--- config.mk ---
export PLATFORM = sky130hd
export DESIGN_NAME = gcb_ctrl
export DESIGN_NICKNAME = d
export VERILOG_FILES = /design/src/hdl/gcb_pkg.sv /design/src/hdl/gcb_ctrl.sv
export SDC_FILE = /design/constraint.sdc
export NUM_CORES = 1
export LEC_CHECK = 0
export BUFFER_PORTS_ARGS = -buffer_cell sky130_fd_sc_hd__buf_2
export CAP_MARGIN = 20
export CORE_AREA = 4 4 41 43
export CTS_CLUSTER_DIAMETER = 40
export DETAILED_ROUTE_END_ITERATION = 16
export DIE_AREA = 0 0 45 47
export PLACE_DENSITY = 0.67
export SYNTH_ARGS = -nofsm -noshare
export SYNTH_HDL_FRONTEND = slang
export SYNTH_SLANG_ARGS = --single-unit
export TNS_END_PERCENT = 5
--- constraint.sdc ---
create_clock -name clk -period 1.4 [get_ports clk]
set_input_delay 0.28 -clock clk [delete_from_list [all_inputs] [get_ports clk]]
set_output_delay 0.28 -clock clk [all_outputs]
set_load 0.02 [all_outputs]
--- src/hdl/gcb_pkg.sv ---
package gcb_pkg;

    // request codes
    localparam logic [1:0] REQ_CLEAR = 2'd0;
    localparam logic [1:0] REQ_PAINT = 2'd1;
    localparam logic [1:0] REQ_READ  = 2'd2;

    // font size codes
    localparam logic [1:0] FONT_12  = 2'd0;
    localparam logic [1:0] FONT_16  = 2'd1;
    localparam logic [1:0] FONT_24  = 2'd2;
    localparam logic [1:0] FONT_BAD = 2'd3;

    // saturation point of the cursor column
    localparam logic [7:0] COL_MAX = 8'hFF;

    // memory operation codes from controller to datapath
    localparam logic [2:0] MEM_NONE   = 3'd0;
    localparam logic [2:0] MEM_RD_A   = 3'd1;
    localparam logic [2:0] MEM_WR_A   = 3'd2;
    localparam logic [2:0] MEM_RD_B   = 3'd3;
    localparam logic [2:0] MEM_WR_B   = 3'd4;
    localparam logic [2:0] MEM_RD_REQ = 3'd5;
    localparam logic [2:0] MEM_CLR    = 3'd6;

    typedef struct packed {
        logic [1:0] req_type;
        logic       start_char;
        logic [6:0] pos_x;
        logic [5:0] pos_y;
        logic [7:0] glyph_byte;
        logic [1:0] font_size;
        logic       invert;
        logic [9:0] read_addr;
    } in_item_t;

    typedef struct packed {
        logic [7:0] read_data;
        logic       font_error;
    } out_item_t;

    typedef struct packed {
        logic       capture;
        logic       prep;
        logic [2:0] mem_op;
        logic       clr_fill;
        logic       rd_capture;
        logic       load_result;
    } cmd_t;

    typedef struct packed {
        logic [1:0] new_req;
        logic       new_font_bad;
        logic       mask_a_any;
        logic       mask_b_any;
        logic       clr_last;
        logic       out_free;
    } status_t;

    // glyph height in rows, zero for the unsupported code
    function automatic logic [4:0] font_height(input logic [1:0] fs);
        logic [4:0] h;
        begin
            case (fs)
                FONT_12: h = 5'd12;
                FONT_16: h = 5'd16;
                FONT_24: h = 5'd24;
                default: h = 5'd0;
            endcase
            return h;
        end
    endfunction

endpackage

--- src/hdl/gcb_ctrl.sv ---
module gcb_ctrl
    import gcb_pkg::*;
(
    input  logic    clk,
    input  logic    rst_n,
    input  logic    in_valid,
    output logic    in_ready,
    input  status_t st,
    output cmd_t    cmd
);

    localparam logic [3:0] S_IDLE  = 4'd0;
    localparam logic [3:0] S_INIT  = 4'd1;
    localparam logic [3:0] S_CLEAR = 4'd2;
    localparam logic [3:0] S_PREP  = 4'd3;
    localparam logic [3:0] S_RDA   = 4'd4;
    localparam logic [3:0] S_WRA   = 4'd5;
    localparam logic [3:0] S_RDB   = 4'd6;
    localparam logic [3:0] S_WRB   = 4'd7;
    localparam logic [3:0] S_RREAD = 4'd8;
    localparam logic [3:0] S_RWAIT = 4'd9;
    localparam logic [3:0] S_DONE  = 4'd10;

    logic [3:0] state_reg;
    logic [3:0] state_next;

    assign in_ready = (state_reg == S_IDLE);

    // next state and commands
    always_comb
    begin
        state_next      = state_reg;
        cmd             = '0;
        cmd.mem_op      = MEM_NONE;
        cmd.capture     = in_valid && in_ready;
        case (state_reg)
            S_IDLE:
            begin
                if (in_valid)
                begin
                    case (st.new_req)
                        REQ_CLEAR: state_next = S_CLEAR;
                        REQ_PAINT: state_next = st.new_font_bad ? S_DONE : S_PREP;
                        REQ_READ:  state_next = S_RREAD;
                        default:   state_next = S_DONE;
                    endcase
                end
            end
            S_INIT:
            begin
                cmd.mem_op = MEM_CLR;
                if (st.clr_last)
                    state_next = S_IDLE;
            end
            S_CLEAR:
            begin
                cmd.mem_op   = MEM_CLR;
                cmd.clr_fill = 1'b1;
                if (st.clr_last)
                    state_next = S_DONE;
            end
            S_PREP:
            begin
                cmd.prep   = 1'b1;
                state_next = S_RDA;
            end
            S_RDA:
            begin
                // masks are settled now; skip untouched page bytes
                if (st.mask_a_any)
                begin
                    cmd.mem_op = MEM_RD_A;
                    state_next = S_WRA;
                end
                else if (st.mask_b_any)
                begin
                    state_next = S_RDB;
                end
                else
                begin
                    state_next = S_DONE;
                end
            end
            S_WRA:
            begin
                cmd.mem_op = MEM_WR_A;
                state_next = st.mask_b_any ? S_RDB : S_DONE;
            end
            S_RDB:
            begin
                cmd.mem_op = MEM_RD_B;
                state_next = S_WRB;
            end
            S_WRB:
            begin
                cmd.mem_op = MEM_WR_B;
                state_next = S_DONE;
            end
            S_RREAD:
            begin
                cmd.mem_op = MEM_RD_REQ;
                state_next = S_RWAIT;
            end
            S_RWAIT:
            begin
                cmd.rd_capture = 1'b1;
                state_next     = S_DONE;
            end
            S_DONE:
            begin
                if (st.out_free)
                begin
                    cmd.load_result = 1'b1;
                    state_next      = S_IDLE;
                end
            end
            default:
            begin
                state_next = S_IDLE;
            end
        endcase
    end

    // state register, clearing pass after reset
    always_ff @(posedge clk or negedge rst_n)
    begin
        if (!rst_n)
            state_reg <= S_INIT;
        else
            state_reg <= state_next;
    end

    // a result is never loaded over one still waiting
    assert property (@(posedge clk) disable iff (!rst_n)
        cmd.load_result |-> st.out_free)
        else $error("result loaded while output register busy");

    // an unsupported font paint goes straight to the result
    assert property (@(posedge clk) disable iff (!rst_n)
        cmd.capture && st.new_req == REQ_PAINT && st.new_font_bad |=> state_reg == S_DONE)
        else $error("bad font transaction touched the buffer");

    // a fill pass ends after its last entry
    assert property (@(posedge clk) disable iff (!rst_n)
        (state_reg == S_CLEAR || state_reg == S_INIT) && st.clr_last
        |=> state_reg != S_CLEAR && state_reg != S_INIT)
        else $error("fill pass overran the buffer");

endmodule

==> metrics.txt, run 1 <==
Final Wtd Congestion=0.8303; area growth from synthesis to layout=74.42%; CP top delay family=simple AND/OR/NAND/NOR gates; Leakage=0.4077 nW; Slowest Stage Delay on Critical Path=0.43 ns; largest net degree at the start of global routing=12; mapped cell area=484.2 sq um; number of vias per cell=5.103; Switching Share=43.09%; CP Data Arrival Time=1.41 ns; Period minus WS final=1.687 ns; CTS Buffer Depth=2; Core Area=0.001301 sq mm; global route overflow=0; routed wire length=1.577 mm; Port Buffers=18; hpwl dp=1.122 mm; Bufs and invs on worst path=1; DP Cell Count=108; register area=101.3 sq um; All-Layer GR Usage=15.54%; largest area contributor in the netlist=dfrtp_1; sequential share of power=10.8%; cts bufs inserted=3; Routed Antenna Nets=0; critical path endpoint category=primary output; final hold viol count=0; first-pass GRT wire length=2.428 mm; # IOs=19; Max Clk Rate=592.7 MHz; # fillers=110; Root Buffer=clkbuf_4; CP Class=reg -> out; worst slack, placed=-0.05606 ns; Final #Nets=112; TritonCTS clock tree=yes; Die ar.=0.002115 sq mm; Slew headroom=84.25%; top area cells in the synthesized netlist=dfrtp_1, dfstp_2, nor2_1, a21oi_1, buf_12; Max stage delay cell, worst path=or3b_4; Cell variety after synth=34; Mapped Nets=72; most common cell after layout, fill and taps aside=buf_4; Worst IR Drop VDD=1.288 mV; drt pass-1 iters=4; Hold WC Path Type=in -> reg; Net Sw Power=854.5 uW; Clock Sinks=4; H-tree depth=1; Max Cap Viol=0; WP data required=1.12 ns; Synth top area share=15.50%; multi-input logic area=372.9 sq um; # rows=13; Final period util=120.5%; Synth Warn #=0; layout cell share with drive strength beyond 1=57.43%; P per Cell Area=2348 mW/mm^2; syn avg cell area=7.810 sq um; 1st-iter DRT viols=7; setup ws final=-0.2873 ns; Starting Density=37.21%; worst skew pair latency=0.23 ns; Internal=1.128 mW; die width=45 um; most frequent cells in the layout=buf_4, buf_2, buf_6; sequential area share after synthesis=20.93%; diodes inserted=0; # DRC=0; Reg clk slew, reported paths=0.04 ns; Worst setup SP type=flop; Slew @ Worst Pin=0.2355 ns; vias in the first global route=574; outcome=finished, violations left; max reg flops=4; worst-path fanout max=5; fin. max-slew vios=0; worst-path cell chain=or3b_4 -> o21ai_2 -> and2_4 -> buf_6; combinational share of power=81.5%; RSZ-0062 raised after global routing=yes; setup violators final=11; Die Height=47 um; Avg WL per Cell=13.59 um; violated checks=setup timing; Cells after Synth=62; Fin Clk Skew=0.008650 ns; routed vias=592; initial antenna violation count=0; Post-Layout Cell Count=116; #FFs+latches synth=4; clock share of power=7.7%
==> Yosys cell counts <==
| library cell | number |
|---|---|
| nor4_2 | 1 |
| inv_1 | 3 |
| buf_2 | 1 |
| o21ai_0 | 1 |
| o311a_1 | 1 |
| or2b_2 | 1 |
| buf_4 | 1 |
| a21oi_2 | 1 |
| a2bb2oi_1 | 2 |
| buf_12 | 1 |
| o21bai_1 | 2 |
| nor3_1 | 3 |
| nor2_2 | 1 |
| nor2b_1 | 2 |
| a21oi_1 | 4 |
| nand2_1 | 5 |
| o21ai_1 | 2 |
| a32oi_1 | 1 |
| o22ai_1 | 1 |
| dfstp_2 | 1 |
| o2bb2ai_1 | 1 |
| or2b_1 | 1 |
| nand2b_1 | 2 |
| and2_1 | 2 |
| xnor2_1 | 1 |
| inv_2 | 1 |
| and3_1 | 2 |
| dfrtp_1 | 3 |
| o211ai_2 | 1 |
| o32ai_1 | 2 |
| dlymetal6s2s_1 | 1 |
| or3b_4 | 1 |
| o21ai_2 | 2 |
| nor2_1 | 7 |
==> power groups by stage <==
| stage | combinational [mW] | clock [mW] | sequential (mW) |
|---|---|---|---|
| after floorplan | 0.774 | 0 | 0.238 |
| after global placement | 1.24 | 0 | 0.206 |
| after detailed placement | 1.25 | 0 | 0.208 |
| after CTS | 1.43 | 0.157 | 0.213 |
| after global routing | 1.71 | 0.167 | 0.223 |
| final | 1.62 | 0.153 | 0.214 |
==> worst reg2reg max path, stage by stage, from the launching register on <==
cell and delay, ns:
dfrtp_1 0.41, buf_6 0.14, buf_6 0.12, or2b_1 0.14
o311a_1 0.15, a2bb2oi_1 0.21, o32ai_1 0.12
==> what timing repair did <==
item,CTS,global route
endpoints found under the setup margin,11,11
endpoints found under the hold margin,3,0
hold buffers,1,0
pin swaps,3,2
resized for setup,18,9
setup buffers,0,3
==> metrics by stage <==
step                      setup TNS [ns]  power (mW)  util, %  hold slack (ns)  cell area [sq um]
after floorplan                  -0.3830       1.012        -         -0.01559              498.0
after global placement           -0.1291       1.447    52.98          0.08932              689.4
after detailed placement         -0.1317       1.456    52.98          0.08852              689.4
after CTS                         -1.757       1.798    60.58           0.2582              788.3
after global routing              -2.397       2.101    64.90           0.2775              844.6
final                             -1.804       1.983    64.90           0.2621              844.6
==> area by class of cell <==
cell class,count,share of cell area (%)
timing repair buffer,39,36.74
sequential,4,12.00
clock buffer,4,3.111
tap,15,2.222
inverter,4,1.778
multi-input combinational,50,44.15
==> layer usage <==
metal  track usage, %  wire length (um)  vias to the layer above  part of all wire [%]
met3            2.299                65                        2                   4.1
met1            18.16               631                      275                    40
met4            3.509                14                        0                  0.89
met2            29.66               865                       16                    55
met5                0                 0                        -                     0
li1                 -                 -                      299                     -
==> logic make-up after synthesis <==
group                  share of synthesized area (%)
AND/OR/NAND/NOR                                32.30
flip-flops                                     20.93
XOR/XNOR                                       1.809
AO/OA/AOI/OAI                                  32.56
buffers and inverters                          12.40
==> final timing paths <==
check / startpoint / end / slack [ns] / cells after the start
max: state_reg[3] / cmd[3] / -0.29 / 4
min: st[0] / state_reg[3] / 0.26 / 2
max reg2reg: state_reg[2] / state_reg[1] / -0.04 / 6
min reg2reg: state_reg[2] / state_reg[1] / 0.76 / 2
max in group asynchronous: rst_n / state_reg[0] / 0.81 / 2
min in group asynchronous: rst_n / state_reg[3] / 0.38 / 2
Power figures use the tool's default switching activity.
==> run 2, diff against run 1 <==
--- a/config.mk
+++ b/config.mk
@@ -5,13 +5,14 @@
 export SDC_FILE = /design/constraint.sdc
 export NUM_CORES = 1
 export LEC_CHECK = 0
+export ABC_AREA = 1
 export BUFFER_PORTS_ARGS = -buffer_cell sky130_fd_sc_hd__buf_2
 export CAP_MARGIN = 20
 export CORE_AREA = 4 4 41 43
 export CTS_CLUSTER_DIAMETER = 40
 export DETAILED_ROUTE_END_ITERATION = 16
 export DIE_AREA = 0 0 45 47
-export PLACE_DENSITY = 0.67
+export PLACE_DENSITY = 0.65
 export SYNTH_ARGS = -nofsm -noshare
 export SYNTH_HDL_FRONTEND = slang
 export SYNTH_SLANG_ARGS = --single-unit
==> constraint.sdc (replaced) <==
create_clock -name clk -period 1.4 [get_ports clk]
set_input_delay 0.21 -clock clk [delete_from_list [all_inputs] [get_ports clk]]
set_output_delay 0.21 -clock clk [all_outputs]
set_load 0.02 [all_outputs]
==> run 2 against run 1 <==
The flow still finishes with violations (setup timing). Combinational power rose by 10%. Global-route usage rose by 1.8 points. Clock skew rose by 0.0028 ns. Sequential share of layout area fell by 0.13 points. Final area rose by 3.6%. First-iteration DRC count rose to 2.9 times the previous value. Via count rose by 19%. Total power rose by 13%. Critical endpoint unchanged. Largest power group unchanged.
==> metrics.txt, run 2 <==
Synth Warn #=0; Max stage delay cell, worst path=dfstp_2; Worst IR Drop VDD=1.745 mV; Starting Density=35.67%; fin. max-slew vios=0; # DRC=0; Final period util=113.1%; sequential area share after synthesis=21.83%; final hold viol count=0; Routed Antenna Nets=0; grt peak-use layer=met2; syn avg cell area=5.336 sq um; most common cell after layout, fill and taps aside=nand2_1; mapped cell area=464.2 sq um; met3 usage=3.448%; first-pass GRT wire length=2.663 mm; Worst setup SP type=flop; layout cell share with drive strength beyond 1=57.48%; cell with the most instances after synthesis=nand2_1; hpwl dp=1.059 mm; top area cells in the synthesized netlist=nand2_1, dfrtp_1, nor2_1, inv_1, nand3_1; All-Layer GR Usage=17.34%; CP Class=reg -> out; diodes inserted=0; cts bufs inserted=3; # IOs=19; utilization after layout=67.21%; Slew @ Worst Pin=0.2353 ns; P per Cell Area=2554 mW/mm^2; worst skew pair latency=0.24 ns; Final #Nets=138; Max Clk Rate=631.7 MHz; Hold WC Path Type=in -> reg; Avg WL per Cell=12.80 um; Post-Layout Cell Count=142; # fillers=97; Cell variety after synth=17; total power=2.233 mW; DP Cell Count=124; Die Height=47 um; Port Buffers=18; Leakage=0.4951 nW; Post-synth EDFFs=0; Synth top area share=21.02%; worst-path fanout max=5; CTS Buffer Depth=2; M1 GR Usage=15.33%; area growth from synthesis to layout=88.41%; number of vias per cell=4.972; Clock Sinks=4; most frequent cells in the layout=nand2_1, buf_4, buf_2; M2 GR Usage=36.44%; 1st-iter DRT viols=20; setup ws final=-0.1829 ns; Max Cap Viol=0; Post-synth ARST share=100.0%; Final Wtd Congestion=0.9103; H-tree depth=1; drt pass-1 iters=4; main flop type after synthesis=dfrtp_1; Cells after Synth=87; Root Buffer=clkbuf_4; synth cell count leaders=nand2_1, nor2_1, inv_1; worst slack, placed=0.03537 ns; outcome=finished, violations left; Mapped Nets=97; # rows=13; routed vias=706; RSZ-0062 raised after global routing=yes; Die ar.=0.002115 sq mm; worst-path cell chain=inv_2 -> nand2_4 -> nor2_4 -> nor2_2 -> nand2_1 -> buf_6; vias in the first global route=725; max reg flops=4; multi-input logic area=390.4 sq um; Core Area=0.001301 sq mm; TritonCTS clock tree=yes; die width=45 um; setup violators final=11; Period minus WS final=1.583 ns; largest net degree at the start of global routing=8; Fin Clk Skew=0.01148 ns; register area=103.9 sq um; global route overflow=0; initial antenna violation count=0; Slowest Stage Delay on Critical Path=0.59 ns; critical path endpoint category=primary output; #FFs+latches synth=4; WP data required=1.19 ns; Reg clk slew, reported paths=0.03 ns; Slew headroom=84.25%; CP Data Arrival Time=1.37 ns; violated checks=setup timing; routed wire length=1.818 mm; largest area contributor in the netlist=nand2_1
run 2: changes by cell type in the layout (fill, tap and decap cells not counted), sizes merged, moves of 3 or more:
cell   previous run  this run
nand2             5        31
nor2              8        22
inv               4        14
nand3             0         8
a21oi             5         1
buf              38        35
run 2: final timing paths:
check,from,to,slack (ns),cells past startpoint
worst max-delay path,state_reg[0],cmd[3],-0.18,6
worst min-delay path,st[1],state_reg[0],0.24,4
worst max register to register,state_reg[0],state_reg[3],-0.11,11
worst min register to register,state_reg[1],state_reg[1],0.78,3
max in group asynchronous,rst_n,state_reg[0],0.88,2
min in group asynchronous,rst_n,state_reg[3],0.30,2
run 2: stage by stage:
stage	setup TNS [ns]	hold WS [ns]	instance area [sq um]
6_report	-1.140	0.2449	874.6
5_1_grt	-1.760	0.2793	874.6
4_1_cts	-0.8182	0.2324	804.5
3_5_place_dp	0	0.01636	609.3
3_3_place_gp	0	0.01467	609.3
2_1_floorplan	0	-0.08559	470.5
run 2: metal layers:
layer / vias to the layer above / share of wire, %
met5: - / 0
met4: 0 / 4.7
met3: 12 / 7.1
met2: 40 / 52
met1: 309 / 36
li1: 345 / -
run 2: repair_timing:
| action | 4_1_cts | 5_1_grt |
|---|---|---|
| setup endpoints to repair | 8 | 11 |
| pin swaps | 10 | 7 |
| resized for setup | 27 | 16 |
| hold endpoints to repair | 4 | 0 |
| hold buffers | 1 | 0 |
| buffers inserted | 11 | 2 |
run 2: cell families (layout without fill, tap and decap cells):
group	count (synthesis)	in the layout	synth area share, %
AOI/OAI and AO/OA	4	4	5.119
and+or+nand+nor	64	64	60.92
DFF	4	4	21.83
buffers and inverters	15	55	12.13
run 2: power by group:
part           switching (mW)  total, mW  leakage (nW)  internal, mW
Clock                  0.0495      0.157        0.0150         0.107
Combinational           0.986       1.79         0.434         0.805
Sequential              0.101      0.286        0.0460         0.185
run 2: final cells by class:
class / count / share of cell area, %
timing repair buffer: 36 / 31.90
multi-input combinational: 68 / 44.64
inverter: 15 / 6.438
clock buffer: 4 / 3.004
sequential: 4 / 11.87
tap: 15 / 2.146
run 2: worst max-delay path, delay by kind of cell (launching register included):
| family | cells | cell delay, ns |
|---|---|---|
| buffers and inverters | 2 | 0.21 |
| and+or+nand+nor | 4 | 0.35 |
| DFF | 1 | 0.59 |
==> run 3, diff against run 2 <==
--- a/config.mk
+++ b/config.mk
@@ -10,9 +10,9 @@
 export CAP_MARGIN = 20
 export CORE_AREA = 4 4 41 43
 export CTS_CLUSTER_DIAMETER = 40
+export CTS_CLUSTER_SIZE = 24
 export DETAILED_ROUTE_END_ITERATION = 16
 export DIE_AREA = 0 0 45 47
-export PLACE_DENSITY = 0.65
 export SYNTH_ARGS = -nofsm -noshare
 export SYNTH_HDL_FRONTEND = slang
 export SYNTH_SLANG_ARGS = --single-unit
==> run 3 against run 2 <==
The run still ends with setup timing left. Flip-flop and latch count is the same. Fmax grew 0.97%. Die area is the same. Non-clock buffer count shrank 7. Via count shrank 13%.
==> metrics.txt, run 3 (synthesis gave the netlist of run 2 again) <==
hpwl dp=1.066 mm; Hold WC Path Type=in -> reg; CP startpoint=state_reg[0]; worst r2r src=state_reg[3]; Routed Antenna Nets=0; # IOs=19; P per Cell Area=2395 mW/mm^2; CP top delay family=flip-flops; largest net degree at the start of global routing=8; most frequent cells in the layout=nand2_1, buf_2, buf_4; # DRC=0; Reg2Reg Setup Slack=-0.09 ns; vias in the first global route=578; initial antenna violation count=0; Worst IR Drop VDD=1.435 mV; Worst setup SP type=flop; fin. max-slew vios=0; Internal=860.3 uW; Clock Sinks=4; worst-path fanout max=6; Period minus WS final=1.568 ns; Starting Density=35.67%; max reg flops=4; violated checks=setup timing; Die Height=47 um; Avg WL per Cell=10.24 um; Max Cap Viol=0; Die ar.=0.002115 sq mm; worst slack, placed=0.002284 ns; Core Area=0.001301 sq mm; Worst Reg-to-Reg Cells=11; FF-to-FF End=state_reg[1]; Final #Nets=131; Final Wtd Congestion=0.7781; # fillers=141; Max stage delay cell, worst path=dfstp_2; most common cell after layout, fill and taps aside=nand2_1; setup ws final=-0.1678 ns; setup violators final=11; Root Buffer=clkbuf_4; routed vias=611; TritonCTS clock tree=yes; area growth from synthesis to layout=63.61%; Switching Share=52.71%; Slowest Stage Delay on Critical Path=0.60 ns; H-tree depth=1; CP Class=reg -> out; Fin Clk Skew=0.005702 ns; Net Sw Power=958.9 uW; critical path endpoint category=primary output; outcome=finished, violations left; routed wire length=1.382 mm; number of vias per cell=4.526; CP Data Arrival Time=1.36 ns; Bufs and invs on worst path=1; first-pass GRT wire length=2.304 mm; Slew headroom=83.18%; sequential share of power=15.1%; clock share of power=8.8%; die width=45 um; RSZ-0062 raised after global routing=yes; WP data required=1.19 ns; combinational share of power=76.1%; 1st-iter DRT viols=12; diodes inserted=0; Port Buffers=18; All-Layer GR Usage=15.53%; # rows=13; drt pass-1 iters=4; worst skew pair latency=0.24 ns; Sum Neg Setup Slack=-1.117 ns; Leakage=0.4433 nW; worst-path cell chain=nand2_1 -> nor2_2 -> nor2_2 -> nand2_1 -> buf_6; Stages on worst setup path=5; Final period util=112.0%; final hold viol count=0; global route overflow=0; cts bufs inserted=3; CP endpoint=cmd[5]; layout cell share with drive strength beyond 1=48.33%; Slew @ Worst Pin=0.2513 ns; Reg clk slew, reported paths=0.04 ns; CTS Buffer Depth=2; Max Clk Rate=637.9 MHz
run 3: changes by cell type in the layout (fill, tap and decap cells not counted), sizes merged:
cell | previous run | this run
buf | 35 | 28
run 3: worst min-delay path by stage:
stage / start / endpoint / depth (start not counted)
global placement: rst_n / state_reg[3] / 1
global route: st[1] / state_reg[0] / 4
floorplan: rst_n / state_reg[1] / 0
CTS: st[1] / state_reg[0] / 4
detailed placement: rst_n / state_reg[3] / 1
finish: st[1] / state_reg[0] / 4
run 3: power by group through the flow:
stage	logic [mW]	clock network, mW	registers [mW]
detailed placement	1.10	0	0.252
global placement	1.11	0	0.251
global route	1.52	0.184	0.287
CTS	1.35	0.163	0.275
finish	1.38	0.160	0.275
floorplan	0.789	0	0.241
run 3: timing repair:
| action | in CTS | in global routing |
|---|---|---|
| buffers inserted | 7 | 0 |
| gates cloned | 0 | 0 |
| hold endpoints to repair | 4 | 0 |
| resized for setup | 22 | 2 |
| pin swaps | 12 | 3 |
| hold buffers | 1 | 0 |
| setup endpoints to repair | 9 | 12 |
run 3: metrics by stage:
stage	area [sq um]	utilization, %	std cells	hold slack (ns)	power (mW)
finish	759.5	58.37	135	0.2385	1.819
global route	759.5	58.37	135	0.2509	1.994
CTS	752.0	57.79	135	0.2365	1.787
detailed placement	601.8	46.25	123	0.01793	1.350
global placement	601.8	46.25	123	0.01747	1.357
floorplan	470.5	-	87	-0.08559	1.030
run 3: worst reg2reg max path: stages (launching register included):
cell     delay [ns]
dfrtp_1        0.38
inv_2          0.09
nand2_1        0.07
buf_4          0.16
nor2_2         0.13
nor2_2         0.06
buf_4          0.12
buf_4          0.12
buf_4          0.12
nand3_1        0.07
nand2_1        0.05
nand2_1        0.05
run 3: final cells by class:
class                           instances  area [sq um]  share of cell area [%]
Clock buffer                            4         26.28                   3.460
Inverter                               15         56.30                   7.414
Multi-Input combinational cell         68         360.3                   47.45
Sequential cell                         4         102.6                   13.51
Tap cell                               15         18.77                   2.471
Timing Repair Buffer                   29         195.2                   25.70
run 3: metal layers:
metal	up-vias	routed length, um	global-route usage [%]
met2	17	691	25.71
met3	2	78	4.598
li1	330	-	-
met1	262	601	18.58
met5	-	0	0
met4	0	11	7.018
